[config.mk]
export PLATFORM = sky130hd
export DESIGN_NAME = av_sync_frame_drop_clock
export DESIGN_NICKNAME = d
export VERILOG_FILES = /design/src/hdl/avs_pkg.sv /design/src/hdl/av_sync_frame_drop_clock.sv /design/src/hdl/avs_clock.sv /design/src/hdl/avs_core.sv
export SDC_FILE = /design/constraint.sdc
export NUM_CORES = 2
export LEC_CHECK = 0
export BUFFER_PORTS_ARGS = -buffer_cell sky130_fd_sc_hd__buf_2
export CAP_MARGIN = 5
export CORE_ASPECT_RATIO = 1.5
export CORE_UTILIZATION = 25
export DETAILED_ROUTE_END_ITERATION = 10
export RECOVER_POWER = 25
export SLEW_MARGIN = 40
export SYNTH_ARGS = -nofsm -noshare
export SYNTH_HDL_FRONTEND = slang
export SYNTH_SLANG_ARGS = --single-unit
[constraint.sdc]
create_clock -name i_clk -period 16.35 [get_ports i_clk]
set_clock_uncertainty 0.15 [all_clocks]
set_input_delay 3.27 -clock i_clk [delete_from_list [all_inputs] [get_ports i_clk]]
set_output_delay 3.27 -clock i_clk [all_outputs]
set_load 0.01 [all_outputs]
[src/hdl/avs_pkg.sv]
// Shared types and constants for the A/V sync clock block.
// No dependencies; used by the top level, avs_core and avs_checker.
package avs_pkg;

    localparam int DROP_THR_W = 24;
    localparam int DISC_THR_W = 28;
    localparam int CFG_DATA_W = 28;
    localparam int CFG_IDX_W  = 2;
    localparam int CMD_W      = 2;
    localparam int DEC_W      = 2;

    localparam logic [DROP_THR_W-1:0] DROP_THR_RESET = 24'd100_000;
    localparam logic [DISC_THR_W-1:0] DISC_THR_RESET = 28'd5_000_000;

    localparam logic [CFG_IDX_W-1:0] CFG_DROP_THR = 2'd0;
    localparam logic [CFG_IDX_W-1:0] CFG_DISC_THR = 2'd1;

    typedef enum logic [CMD_W-1:0] {
        CMD_AUDIO = 2'd0,
        CMD_VIDEO = 2'd1,
        CMD_RESET = 2'd2
    } t_cmd;

    typedef enum logic [DEC_W-1:0] {
        DEC_NONE   = 2'd0,
        DEC_RENDER = 2'd1,
        DEC_DROP   = 2'd2
    } t_decision;

endpackage

[src/hdl/av_sync_frame_drop_clock.sv]
// Audio-master A/V sync clock with video frame drop decision, top level.
// Depends on avs_pkg and avs_core.
//
// Usage:
//   Input channel (i_valid / o_ready) carries one command beat: an audio
//   stamp, a video frame check or a timing reset, each with the current
//   wall time. Output channel (o_valid / i_ready) returns one result beat
//   per command: frame decision, anchor flags, playback clock, counters
//   and the video minus audio difference.
//   A beat goes through the input register, then the state update and
//   result capture in the output register. Throughput is one beat per
//   cycle unless the receiver stalls; the state update between the two
//   registers sets that figure. Threshold registers are written through
//   i_cfg_wr_en / i_cfg_index / i_cfg_wr_data; the user writes them only
//   while no beat is in flight, which the block does not enforce. Unknown
//   indexes are ignored. Reset clears all timing state and counters and
//   loads the default thresholds (100 ms drop, 5 s discontinuity). When
//   the receiver stalls, the result holds in the output register and one
//   more beat waits in the input register before o_ready falls.
module av_sync_frame_drop_clock #(
    parameter int TIME_BITS  = 48,
    parameter int COUNT_BITS = 32
) (
    input  logic                               i_clk,
    input  logic                               i_rst_n,
    input  logic                               i_valid,
    output logic                               o_ready,
    input  logic [avs_pkg::CMD_W-1:0]          i_command,
    input  logic [TIME_BITS-1:0]               i_stamp_us,
    input  logic [TIME_BITS-1:0]               i_wall_time_us,
    output logic                               o_valid,
    input  logic                               i_ready,
    output logic [avs_pkg::DEC_W-1:0]          o_decision,
    output logic                               o_reanchored,
    output logic                               o_is_anchored,
    output logic [TIME_BITS-1:0]               o_clock_us,
    output logic [COUNT_BITS-1:0]              o_dropped_total,
    output logic [COUNT_BITS-1:0]              o_rendered_total,
    output logic [COUNT_BITS-1:0]              o_audio_total,
    output logic signed [TIME_BITS:0]          o_av_diff_us,
    input  logic                               i_cfg_wr_en,
    input  logic [avs_pkg::CFG_IDX_W-1:0]      i_cfg_index,
    input  logic [avs_pkg::CFG_DATA_W-1:0]     i_cfg_wr_data
);

    logic [avs_pkg::DROP_THR_W-1:0] r_drop_thr;
    logic [avs_pkg::DISC_THR_W-1:0] r_disc_thr;

    logic                      r_in_valid;
    logic [avs_pkg::CMD_W-1:0] r_command;
    logic [TIME_BITS-1:0]      r_stamp;
    logic [TIME_BITS-1:0]      r_wall;

    logic                      r_out_valid;
    avs_pkg::t_decision        r_decision;
    logic                      r_reanchored;
    logic                      r_is_anchored;
    logic [TIME_BITS-1:0]      r_clock;
    logic [COUNT_BITS-1:0]     r_dropped;
    logic [COUNT_BITS-1:0]     r_rendered;
    logic [COUNT_BITS-1:0]     r_audio;
    logic signed [TIME_BITS:0] r_av_diff;

    logic                      advance;
    logic                      in_accept;
    avs_pkg::t_decision        res_decision;
    logic                      res_reanchored;
    logic                      res_is_anchored;
    logic [TIME_BITS-1:0]      res_clock;
    logic [COUNT_BITS-1:0]     res_dropped;
    logic [COUNT_BITS-1:0]     res_rendered;
    logic [COUNT_BITS-1:0]     res_audio;
    logic signed [TIME_BITS:0] res_av_diff;

    assign advance   = r_in_valid && (!r_out_valid || i_ready);
    assign o_ready   = !r_in_valid || advance;
    assign in_accept = i_valid && o_ready;

    always_ff @(posedge i_clk) begin
        if (!i_rst_n) begin
            r_drop_thr <= avs_pkg::DROP_THR_RESET;
            r_disc_thr <= avs_pkg::DISC_THR_RESET;
        end else if (i_cfg_wr_en) begin
            case (i_cfg_index)
                avs_pkg::CFG_DROP_THR: r_drop_thr <= i_cfg_wr_data[avs_pkg::DROP_THR_W-1:0];
                avs_pkg::CFG_DISC_THR: r_disc_thr <= i_cfg_wr_data[avs_pkg::DISC_THR_W-1:0];
                default: begin
                end
            endcase
        end
    end

    always_ff @(posedge i_clk) begin
        if (!i_rst_n) begin
            r_in_valid <= 1'b0;
        end else if (in_accept) begin
            r_in_valid <= 1'b1;
        end else if (advance) begin
            r_in_valid <= 1'b0;
        end
    end

    always_ff @(posedge i_clk) begin
        if (in_accept) begin
            r_command <= i_command;
            r_stamp   <= i_stamp_us;
            r_wall    <= i_wall_time_us;
        end
    end

    avs_core #(
        .TIME_BITS  (TIME_BITS),
        .COUNT_BITS (COUNT_BITS)
    ) u_core (
        .i_clk         (i_clk),
        .i_rst_n       (i_rst_n),
        .i_fire        (advance),
        .i_command     (r_command),
        .i_stamp       (r_stamp),
        .i_wall        (r_wall),
        .i_drop_thr    (r_drop_thr),
        .i_disc_thr    (r_disc_thr),
        .o_decision    (res_decision),
        .o_reanchored  (res_reanchored),
        .o_is_anchored (res_is_anchored),
        .o_clock       (res_clock),
        .o_dropped     (res_dropped),
        .o_rendered    (res_rendered),
        .o_audio       (res_audio),
        .o_av_diff     (res_av_diff)
    );

    always_ff @(posedge i_clk) begin
        if (!i_rst_n) begin
            r_out_valid <= 1'b0;
        end else if (advance) begin
            r_out_valid <= 1'b1;
        end else if (i_ready) begin
            r_out_valid <= 1'b0;
        end
    end

    always_ff @(posedge i_clk) begin
        if (advance) begin
            r_decision    <= res_decision;
            r_reanchored  <= res_reanchored;
            r_is_anchored <= res_is_anchored;
            r_clock       <= res_clock;
            r_dropped     <= res_dropped;
            r_rendered    <= res_rendered;
            r_audio       <= res_audio;
            r_av_diff     <= res_av_diff;
        end
    end

    assign o_valid          = r_out_valid;
    assign o_decision       = r_decision;
    assign o_reanchored     = r_reanchored;
    assign o_is_anchored    = r_is_anchored;
    assign o_clock_us       = r_clock;
    assign o_dropped_total  = r_dropped;
    assign o_rendered_total = r_rendered;
    assign o_audio_total    = r_audio;
    assign o_av_diff_us     = r_av_diff;

endmodule

[src/hdl/avs_clock.sv]
// Playback clock evaluation: anchor stamp plus elapsed wall time, saturating; zero while unanchored.
// Depends on nothing; instantiated by avs_core.
module avs_clock #(
    parameter int TIME_BITS = 48
) (
    input  logic                 i_anchored,
    input  logic [TIME_BITS-1:0] i_anchor_pts,
    input  logic [TIME_BITS-1:0] i_anchor_wall,
    input  logic [TIME_BITS-1:0] i_wall,
    output logic [TIME_BITS-1:0] o_clock
);

    logic [TIME_BITS-1:0] elapsed;
    logic [TIME_BITS:0]   sum;

    assign elapsed = i_wall - i_anchor_wall;
    assign sum     = {1'b0, i_anchor_pts} + {1'b0, elapsed};

    always_comb begin
        if (!i_anchored) begin
            o_clock = '0;
        end else if (i_wall < i_anchor_wall) begin
            o_clock = i_anchor_pts;
        end else if (sum[TIME_BITS]) begin
            o_clock = '1;
        end else begin
            o_clock = sum[TIME_BITS-1:0];
        end
    end

endmodule

[src/hdl/avs_core.sv]
// Sync state, frame decision and counters for one beat per cycle while i_fire is high.
// Depends on avs_pkg and avs_clock.
module avs_core #(
    parameter int TIME_BITS  = 48,
    parameter int COUNT_BITS = 32
) (
    input  logic                               i_clk,
    input  logic                               i_rst_n,
    input  logic                               i_fire,
    input  logic [avs_pkg::CMD_W-1:0]          i_command,
    input  logic [TIME_BITS-1:0]               i_stamp,
    input  logic [TIME_BITS-1:0]               i_wall,
    input  logic [avs_pkg::DROP_THR_W-1:0]     i_drop_thr,
    input  logic [avs_pkg::DISC_THR_W-1:0]     i_disc_thr,
    output avs_pkg::t_decision                 o_decision,
    output logic                               o_reanchored,
    output logic                               o_is_anchored,
    output logic [TIME_BITS-1:0]               o_clock,
    output logic [COUNT_BITS-1:0]              o_dropped,
    output logic [COUNT_BITS-1:0]              o_rendered,
    output logic [COUNT_BITS-1:0]              o_audio,
    output logic signed [TIME_BITS:0]          o_av_diff
);

    logic                  r_anchored,    n_anchored;
    logic [TIME_BITS-1:0]  r_anchor_pts,  n_anchor_pts;
    logic [TIME_BITS-1:0]  r_anchor_wall, n_anchor_wall;
    logic [TIME_BITS-1:0]  r_last_audio,  n_last_audio;
    logic [TIME_BITS-1:0]  r_last_video,  n_last_video;
    logic [COUNT_BITS-1:0] r_dropped,     n_dropped;
    logic [COUNT_BITS-1:0] r_rendered,    n_rendered;
    logic [COUNT_BITS-1:0] r_audio,       n_audio;

    logic [TIME_BITS-1:0]  clk_now;
    logic [TIME_BITS-1:0]  gap;
    logic [TIME_BITS-1:0]  late;
    logic [TIME_BITS-1:0]  disc_thr;
    logic [TIME_BITS-1:0]  drop_thr;

    avs_clock #(
        .TIME_BITS (TIME_BITS)
    ) u_clock (
        .i_anchored    (r_anchored),
        .i_anchor_pts  (r_anchor_pts),
        .i_anchor_wall (r_anchor_wall),
        .i_wall        (i_wall),
        .o_clock       (clk_now)
    );

    assign disc_thr = {{(TIME_BITS-avs_pkg::DISC_THR_W){1'b0}}, i_disc_thr};
    assign drop_thr = {{(TIME_BITS-avs_pkg::DROP_THR_W){1'b0}}, i_drop_thr};
    assign gap      = (i_stamp >= clk_now) ? (i_stamp - clk_now) : (clk_now - i_stamp);
    assign late     = clk_now - i_stamp;

    always_comb begin
        n_anchored    = r_anchored;
        n_anchor_pts  = r_anchor_pts;
        n_anchor_wall = r_anchor_wall;
        n_last_audio  = r_last_audio;
        n_last_video  = r_last_video;
        n_dropped     = r_dropped;
        n_rendered    = r_rendered;
        n_audio       = r_audio;
        o_decision    = avs_pkg::DEC_NONE;
        o_reanchored  = 1'b0;
        case (avs_pkg::t_cmd'(i_command))
            avs_pkg::CMD_AUDIO: begin
                if (i_stamp != '0) begin
                    n_audio      = r_audio + 1'b1;
                    n_last_audio = i_stamp;
                    if (!r_anchored || gap > disc_thr) begin
                        n_anchored    = 1'b1;
                        n_anchor_pts  = i_stamp;
                        n_anchor_wall = i_wall;
                        o_reanchored  = 1'b1;
                    end
                end
            end
            avs_pkg::CMD_VIDEO: begin
                n_last_video = i_stamp;
                if (r_anchored && clk_now > i_stamp && late > drop_thr) begin
                    n_dropped  = r_dropped + 1'b1;
                    o_decision = avs_pkg::DEC_DROP;
                end else begin
                    n_rendered = r_rendered + 1'b1;
                    o_decision = avs_pkg::DEC_RENDER;
                end
            end
            avs_pkg::CMD_RESET: begin
                n_anchored    = 1'b0;
                n_anchor_pts  = '0;
                n_anchor_wall = '0;
                n_last_audio  = '0;
                n_last_video  = '0;
                n_dropped     = '0;
                n_rendered    = '0;
                n_audio       = '0;
            end
            default: begin
            end
        endcase
    end

    always_comb begin
        o_is_anchored = n_anchored;
        o_dropped     = n_dropped;
        o_rendered    = n_rendered;
        o_audio       = n_audio;
        if (o_reanchored) begin
            o_clock = i_stamp;
        end else if (n_anchored) begin
            o_clock = clk_now;
        end else begin
            o_clock = '0;
        end
        if (n_anchored && n_last_video != '0 && n_last_audio != '0) begin
            o_av_diff = {1'b0, n_last_video} - {1'b0, n_last_audio};
        end else begin
            o_av_diff = '0;
        end
    end

    always_ff @(posedge i_clk) begin
        if (!i_rst_n) begin
            r_anchored    <= 1'b0;
            r_anchor_pts  <= '0;
            r_anchor_wall <= '0;
            r_last_audio  <= '0;
            r_last_video  <= '0;
            r_dropped     <= '0;
            r_rendered    <= '0;
            r_audio       <= '0;
        end else if (i_fire) begin
            r_anchored    <= n_anchored;
            r_anchor_pts  <= n_anchor_pts;
            r_anchor_wall <= n_anchor_wall;
            r_last_audio  <= n_last_audio;
            r_last_video  <= n_last_video;
            r_dropped     <= n_dropped;
            r_rendered    <= n_rendered;
            r_audio       <= n_audio;
        end
    end

endmodule

# Word level (Yosys, flattened, before mapping)
# Cells that the tools add are included.
dict set report classes {
  muxes 32
  order_cmp 5
  add_sub_neg 8
  eq_ne 5
  reduce_logical 23
}
# op n
set op_table {}
lappend op_table {{$mux 48} 11}
lappend op_table {{$pmux 48 s2} 4}
lappend op_table {{$pmux 32 s2} 3}
lappend op_table {{$reduce_bool 48->1} 3}
lappend op_table {{$sub 48x48->48} 3}
lappend op_table {{$add 32x1->32 const B} 3}
lappend op_table {{$mux 32} 3}
lappend op_table {{$add 48x48->49} 1}
lappend op_table {{$sub 48x48->49} 1}
lappend op_table {{$ge 48x48->1} 1}
lappend op_table {{$gt 48x24->1} 1}
lappend op_table {{$gt 48x28->1} 1}
lappend op_table {{$gt 48x48->1} 1}
lappend op_table {{$lt 48x48->1} 1}
lappend op_table {{$mux 1} 9}
lappend op_table {{$logic_and 1x1->1} 6}
lappend op_table {{$reduce_bool 2->1} 3}
lappend op_table {{$eq 2x1->1 const B} 2}
lappend op_table {{$logic_not 2->1} 2}
lappend op_table {{$ne 2x1->1 const B} 2}
lappend op_table {{$reduce_and 2->1} 2}
lappend op_table {{$reduce_and 4->1} 1}
lappend op_table {{$logic_not 1->1} 3}
lappend op_table {{$logic_or 1x1->1} 3}
lappend op_table {{3 further kinds} 3}
dict set report word_totals {
  register_bits 638
  in_bits 133
}

# Longest topological paths before layout
dict set report depth {
  ltp_word 14
  ltp_mapped 60
}

# Modules after synthesis
# Synthesis repeated with hierarchy kept, for this count alone.
dict set report hier_totals {
  hier_cells 4930
  hier_area_um2 42480.7
}
# mod seq_area_each_um2 instances cells_per_inst area_each_um2
set by_module_without_submodules {}
lappend by_module_without_submodules {avs_core 5785.5 1 3536 25451.9}
lappend by_module_without_submodules {av_sync_frame_drop_clock 9939.5 1 521 11058.1}
lappend by_module_without_submodules {avs_clock 0.0 1 873 5970.7}

# Worst setup path after synthesis
# Ideal clock, no wire load.
dict set report synth_path {
  path_type {flip-flop to flip-flop}
  from {register r_wall[0]}
  to {register u_core.r_anchor_wall[10]}
  arrival_time_ns 10.330
  period_less_slack_ns 10.552
  t_required_ns 16.128
  setup_ns 0.072
  setup_slack_ns 5.798
  path_buffers 9
  path_stages_with_launch 57
  path_cell_list {edfxtp_1 inv_1 ha_1 inv_1 fa_1 a21o_1 a311o_1 nand4_1 nand2_1 a31o_2 a41oi_1 o21bai_1 a21oi_1 xnor2_1 ha_1 clkbuf_1 nand3_1 o41a_1 (+21 left out) mux2_2 ha_1 nor2b_1 o21a_1 o21a_1 o21ai_0 nand2b_1 a21oi_1 o21ai_0 a21o_1 a211oi_1 a31oi_1 nor4_1 a211o_1 buf_2 buf_4 buf_6 mux2i_1}
}
dict set report synth_between {
  elab_chain_len 11
}
# element line_no
set synth_lines {}
lappend synth_lines {{from (decl)} av_sync_frame_drop_clock.sv:52} ;# logic [TIME_BITS-1:0] r_wall;
lappend synth_lines {{from (signal assigned)} av_sync_frame_drop_clock.sv:107} ;# r_wall <= i_wall_time_us;
lappend synth_lines {{$sub 48x48->48} avs_clock.sv:16} ;# assign elapsed = i_wall - i_anchor_wall;
lappend synth_lines {{$add 48x48->49} avs_clock.sv:17} ;# assign sum = {1'b0, i_anchor_pts} + {1'b0, elapsed};
lappend synth_lines {{$mux 48} avs_clock.sv:24} ;# end else if (sum[TIME_BITS]) begin
lappend synth_lines {{$mux 48 (*)} avs_clock.sv:22} ;# end else if (i_wall < i_anchor_wall) begin
lappend synth_lines {{$mux 48 (*)} avs_clock.sv:20} ;# if (!i_anchored) begin
lappend synth_lines {{$sub 48x48->48 / $ge 48x48->1 (equally long branches)} avs_core.sv:52} ;# assign gap = (i_stamp >= clk_now) ? (i_stamp - clk_now) : (clk_now - i_stamp);
lappend synth_lines {{$mux 48 (*)} avs_core.sv:52}
lappend synth_lines {{$gt 48x28->1 (*)} avs_core.sv:71} ;# if (!r_anchored || gap > disc_thr) begin
lappend synth_lines {{$logic_or 1x1->1 (*)} avs_core.sv:71}
lappend synth_lines {{$ne 2x1->1 (no line) (*)} n/a}
lappend synth_lines {{$reduce_and 4->1 (no line) (*)} n/a}
lappend synth_lines {{to (signal assigned)} avs_core.sv:136} ;# r_anchor_wall <= n_anchor_wall;
lappend synth_lines {{to (decl)} avs_core.sv:27} ;# logic [TIME_BITS-1:0] r_anchor_wall, n_anchor_wall;
# Every way passes the cells marked *; elsewhere a longest branch is shown, timed or not.
# A chain may end at the register's enable or synchronous reset.

# Final worst setup path
dict set report layout_path {
  from {register r_wall[0]}
  to {register r_clock[32] (netlist: o_clock_us[32]), data pin}
}
dict set report layout_between {
  elab_chain_len 14
}
# element line_no
set layout_lines {}
lappend layout_lines {{$sub 48x48->48} avs_clock.sv:16}
lappend layout_lines {{$add 48x48->49} avs_clock.sv:17}
lappend layout_lines {{$mux 48} avs_clock.sv:24}
lappend layout_lines {{$mux 48 (*)} avs_clock.sv:22}
lappend layout_lines {{$mux 48 (*)} avs_clock.sv:20}
lappend layout_lines {{$sub 48x48->48 / $ge 48x48->1 (equally long branches)} avs_core.sv:52}
lappend layout_lines {{$mux 48} avs_core.sv:52}
lappend layout_lines {{$gt 48x28->1} avs_core.sv:71}
lappend layout_lines {{$logic_or 1x1->1} avs_core.sv:71}
lappend layout_lines {{$mux 1} avs_core.sv:71}
lappend layout_lines {{$mux 1} avs_core.sv:68} ;# if (i_stamp != '0) begin
lappend layout_lines {{$pmux 1 s2} avs_core.sv:66} ;# case (avs_pkg::t_cmd'(i_command))
lappend layout_lines {{$mux 48} avs_core.sv:111} ;# end else if (n_anchored) begin
lappend layout_lines {{$mux 48 (*)} avs_core.sv:109} ;# if (o_reanchored) begin
lappend layout_lines {{via res_clock[32]} av_sync_frame_drop_clock.sv:69} ;# logic [TIME_BITS-1:0] res_clock;
lappend layout_lines {{to (signal assigned)} av_sync_frame_drop_clock.sv:148} ;# r_clock <= res_clock;
lappend layout_lines {{to (decl)} av_sync_frame_drop_clock.sv:58} ;# logic [TIME_BITS-1:0] r_clock;
# Mark *: on every way through the listed nets, which the timed path passes. The rest lies on a longest branch.

==> reports/qor.txt <==
CRITICAL PATH
------------------------------------------------------------------------------------------------------
Setup slack on the worst flop-to-flop path                                                     2.59 ns
Most prevalent standard cell on the critical path                                         sky130_fd_sc_hd__a21oi_1
Biggest fanout along the worst timing path                                                          28
Capturing element type of the critical path                                                       flop
Cell with the largest stage delay on the worst path                                       sky130_fd_sc_hd__o21a_1
Worst Setup Path Type                                                                       reg -> reg
Slowest Stage Delay on Critical Path                                                           0.75 ns
Data required time of the worst path                                                          16.63 ns
Worst EP arrival                                                                              14.04 ns
Startpoint type of the worst setup path                                                           flop

DETAILED ROUTING
------------------------------------------------------------------------------------------------------
Routed wire length                                                                          168,100 um
Number of vias in the routed layout                                                             38,980
Ratio of routed vias to standard cells                                                           5.155
DRC marker count from the first detailed-route iteration                                         2,730
Detailed-routing iteration count for the pre-antenna-repair pass                                     7
Number of design rule violations left after detail routing                                           0
Avg WL per Cell                                                                               22.23 um
Count of nets left with antenna violations after detail routing                                      0

TIMING
------------------------------------------------------------------------------------------------------
Setup tns final                                                                                   0 ns
Worst hold slack                                                                             0.3057 ns
Final Hold Vio Count                                                                                 0
Relative slew margins                                                                          -197.4%
Final worst-path cycle share                                                                    84.17%
Final setup violation count                                                                          0
Least-Margin Pin Slew                                                                         4.460 ns
Final critical path time including I/O delays and setup                                       13.76 ns
Fmax                                                                                         72.66 MHz
Final Slew Violations                                                                              461
Setup repair after global routing missed its margin                                              false

PWR
------------------------------------------------------------------------------------------------------
Worst-case vdd ir drop                                                                      0.07300 mV
Part of the total power dissipated in combinational logic                                        25.3%
Reported net switching power                                                                0.001589 W
Pint                                                                                        0.003150 W
Static Leakage                                                                                19.70 nW
Sequential power share                                                                           38.1%
Pwr/cell area                                                                             95.96 nW/um2
Total power draw                                                                            0.004739 W
Clk network pwr share                                                                            36.6%
Net switching fraction of the power                                                             33.52%

CLOCK NETWORK
------------------------------------------------------------------------------------------------------
Sink count of the clock tree                                                                       638
Maximum count of clock buffers along a single path                                                   3
Worst-skew pair later-pin latency                                                              0.70 ns
Cell chosen for the clock root                                                            sky130_fd_sc_hd__clkbuf_16
Number of resized instances in the post-cts repair step                                              0
Buffer count from post-CTS setup fixing                                                              0
Clock transition at the register clock pins on the worst setup and hold paths after CTS        0.06 ns
Total number of H-tree levels                                                                        3
Number of buffers added to fix hold violations after cts                                             0
Number of buffers created by CTS                                                                    72
CTS tree                                                                                          done

DIE
------------------------------------------------------------------------------------------------------
Initial cell density of the core                                                                25.27%
Horizontal die dimension                                                                      340.4 um
I/O pin total                                                                                      332
Die height                                                                                    509.5 um
Die area                                                                                   173,400 um2
Number of placement rows                                                                           185
Area of the core                                                                           169,900 um2

SYNTHESIS
------------------------------------------------------------------------------------------------------
Number of flops mapped to enable cells by yosys                                                    295
Top cells by area in the synthesized netlist                                              sky130_fd_sc_hd__edfxtp_1, sky130_fd_sc_hd__dfxtp_1, sky130_fd_sc_hd__ha_1
Top FF cell, synth                                                                        sky130_fd_sc_hd__dfxtp_1
Synth cell types                                                                                    91
Warnings, synthesis                                                                                  0
Share of synthesized registers carrying an async set or reset                                       0%
Post-synth design cell area                                                                 42,930 um2
Net Count, Synth                                                                                 5,478
Yosys top cell area share                                                                       20.63%
Most common cell in the netlist                                                           sky130_fd_sc_hd__nor2_1
Post-synthesis sequential element count                                                            638
Top cell types by occurrence after synthesis                                              sky130_fd_sc_hd__nor2_1, sky130_fd_sc_hd__nand2_1, sky130_fd_sc_hd__a21oi_1, sky130_fd_sc_hd__dfxtp_1, sky130_fd_sc_hd__ha_1
Synthesized area per cell                                                                    8.515 um2
Largest area contributor in the netlist                                                   sky130_fd_sc_hd__edfxtp_1
Sequential fraction of the synthesis area                                                       36.63%
Synth Instances                                                                                  5,042

GLOBAL ROUTE
------------------------------------------------------------------------------------------------------
Via count of the first global-routing pass                                                      37,580
Global-route usage over all layers                                                              18.68%
Maximum number of pins on one net before global-route repair                                        98
Congestion Overflow GR                                                                               0
Global-route wire length before repair                                                      244,100 um
Antenna violations before repair                                                                    35

PLACE
------------------------------------------------------------------------------------------------------
Half-perimeter wire length after detailed placement                                         128,800 um
Routability congestion estimate                                                                 0.9572
Count of input and output buffers                                                                  331

LAYOUT
------------------------------------------------------------------------------------------------------
Post-synthesis to final-layout area growth                                                      15.02%
Proportion of layout cells with a drive suffix above 1                                          11.82%
Number of nets in the final layout                                                               5,681

RUN STATUS
------------------------------------------------------------------------------------------------------
Violated checks                                                                           capacitance limit, slew limit
Result of the run                                                                         complete, but fails checks

FLOW RUN
------------------------------------------------------------------------------------------------------
Maxcap violations                                                                                    8

MIN PATH
------------------------------------------------------------------------------------------------------
Path class of the lowest-slack min-delay path                                               reg -> reg

[sequential cells by signal, summed over array words and instances, names as in the netlist, 48 cells and up]
register and count:
o_av_diff_us 49, o_clock_us 48, r_stamp 48, r_wall 48
u_core.r_anchor_pts 48, u_core.r_anchor_wall 48, u_core.r_last_audio 48, u_core.r_last_video 48
[per-layer routing]
metal / share of wire (%) / track usage [%]
met5: 0.055 / 0
met4: 7.5 / 12.97
met3: 5.8 / 2.594
met2: 46 / 31.06
met1: 40 / 22.20
[critical path: cells and delay by family, from the launching register on]
family | cells | cell delay [ns]
AO/OA/AOI/OAI | 28 | 6.93
XOR/XNOR | 1 | 0.10
adder cells (fa/ha/maj) | 5 | 1.63
buffers and inverters | 7 | 1.92
flip-flops | 1 | 0.35
multiplexers | 2 | 0.64
AND/OR/NAND/NOR | 9 | 1.65
[cell families after synthesis]
| group | share of synthesized area, % |
|---|---|
| buffers and inverters | 5.356 |
| AO/OA/AOI/OAI | 18.68 |
| adder cells (fa/ha/maj) | 8.918 |
| multiplexers | 4.578 |
| AND/OR/NAND/NOR | 20.31 |
| XOR/XNOR | 5.528 |
| flip-flops | 36.63 |
[power groups by stage]
stage                     Combinational [W]  Clock (W)  Sequential, W
after floorplan                    0.000803          0        0.00184
after global placement              0.00118          0        0.00184
after detailed placement            0.00118          0        0.00184
after CTS                           0.00119    0.00179        0.00180
after global routing                0.00131    0.00184        0.00181
final                               0.00120    0.00173        0.00180
[cell type report]
class | count | area (um2)
Antenna cell | 15 | 37.54
Clock buffer | 90 | 1996
Clock inverter | 42 | 451.7
Fill cell | 18170 | 120500
Inverter | 282 | 1061
Multi-Input combinational cell | 3841 | 25020
Sequential cell | 638 | 15730
Tap cell | 2244 | 2808
Timing Repair Buffer | 410 | 2285
[cell usage in the layout, fill, tap and decap left out, drive strengths merged, types with 21 or more instances in the layout]
cell / Yosys / routed
clkbuf: 191 / 125
a22oi: 53 / 53
ha: 298 / 298
a21oi: 353 / 353
xor2: 126 / 126
o22ai: 43 / 43
nand2b: 33 / 33
nand3: 137 / 137
nand3b: 51 / 51
nor4: 64 / 64
o21a: 45 / 45
and3: 52 / 52
clkinv: 0 / 22
mux2i: 136 / 136
nor2b: 31 / 31
o211ai: 46 / 46
o2bb2ai: 37 / 37
and2: 26 / 26
a31oi: 77 / 77
a21o: 131 / 131
nand2: 462 / 462
mux2: 45 / 45
nor3: 133 / 133
o21bai: 32 / 32
nor2: 563 / 563
edfxtp: 295 / 295
dfxtp: 343 / 343
buf: 90 / 375
or3: 76 / 76
or2: 58 / 58
a21boi: 21 / 21
nand4: 97 / 97
xnor2: 145 / 145
inv: 282 / 292
a211oi: 45 / 45
o21ai: 252 / 252
[final timing paths]
check	cells past startpoint	from	endpoint
setup reg to reg	52	r_wall[0]$_DFFE_PP_	o_clock_us[32]$_DFFE_PP_
setup / recovery	52	r_wall[0]$_DFFE_PP_	o_clock_us[32]$_DFFE_PP_
hold reg to reg	2	u_core.r_last_video[3]$_SDFFE_PN0P_	u_core.r_last_video[3]$_SDFFE_PN0P_
hold / removal	2	u_core.r_last_video[3]$_SDFFE_PN0P_	u_core.r_last_video[3]$_SDFFE_PN0P_
[stage by stage]
step / cell area [um2] / setup WS, ns / instances / util, %
detailed placement: 46980 / 2.742 / 7415 / 27.65
global route: 49350 / 1.647 / 7548 / 29.04
floorplan: 42930 / 5.798 / 5042 / -
finish: 49380 / 2.588 / 7562 / 29.06
CTS: 49430 / 2.692 / 7547 / 29.09
global placement: 46850 / 2.331 / 7410 / 27.57
No activity file was read; power rests on OpenSTA's default activity.
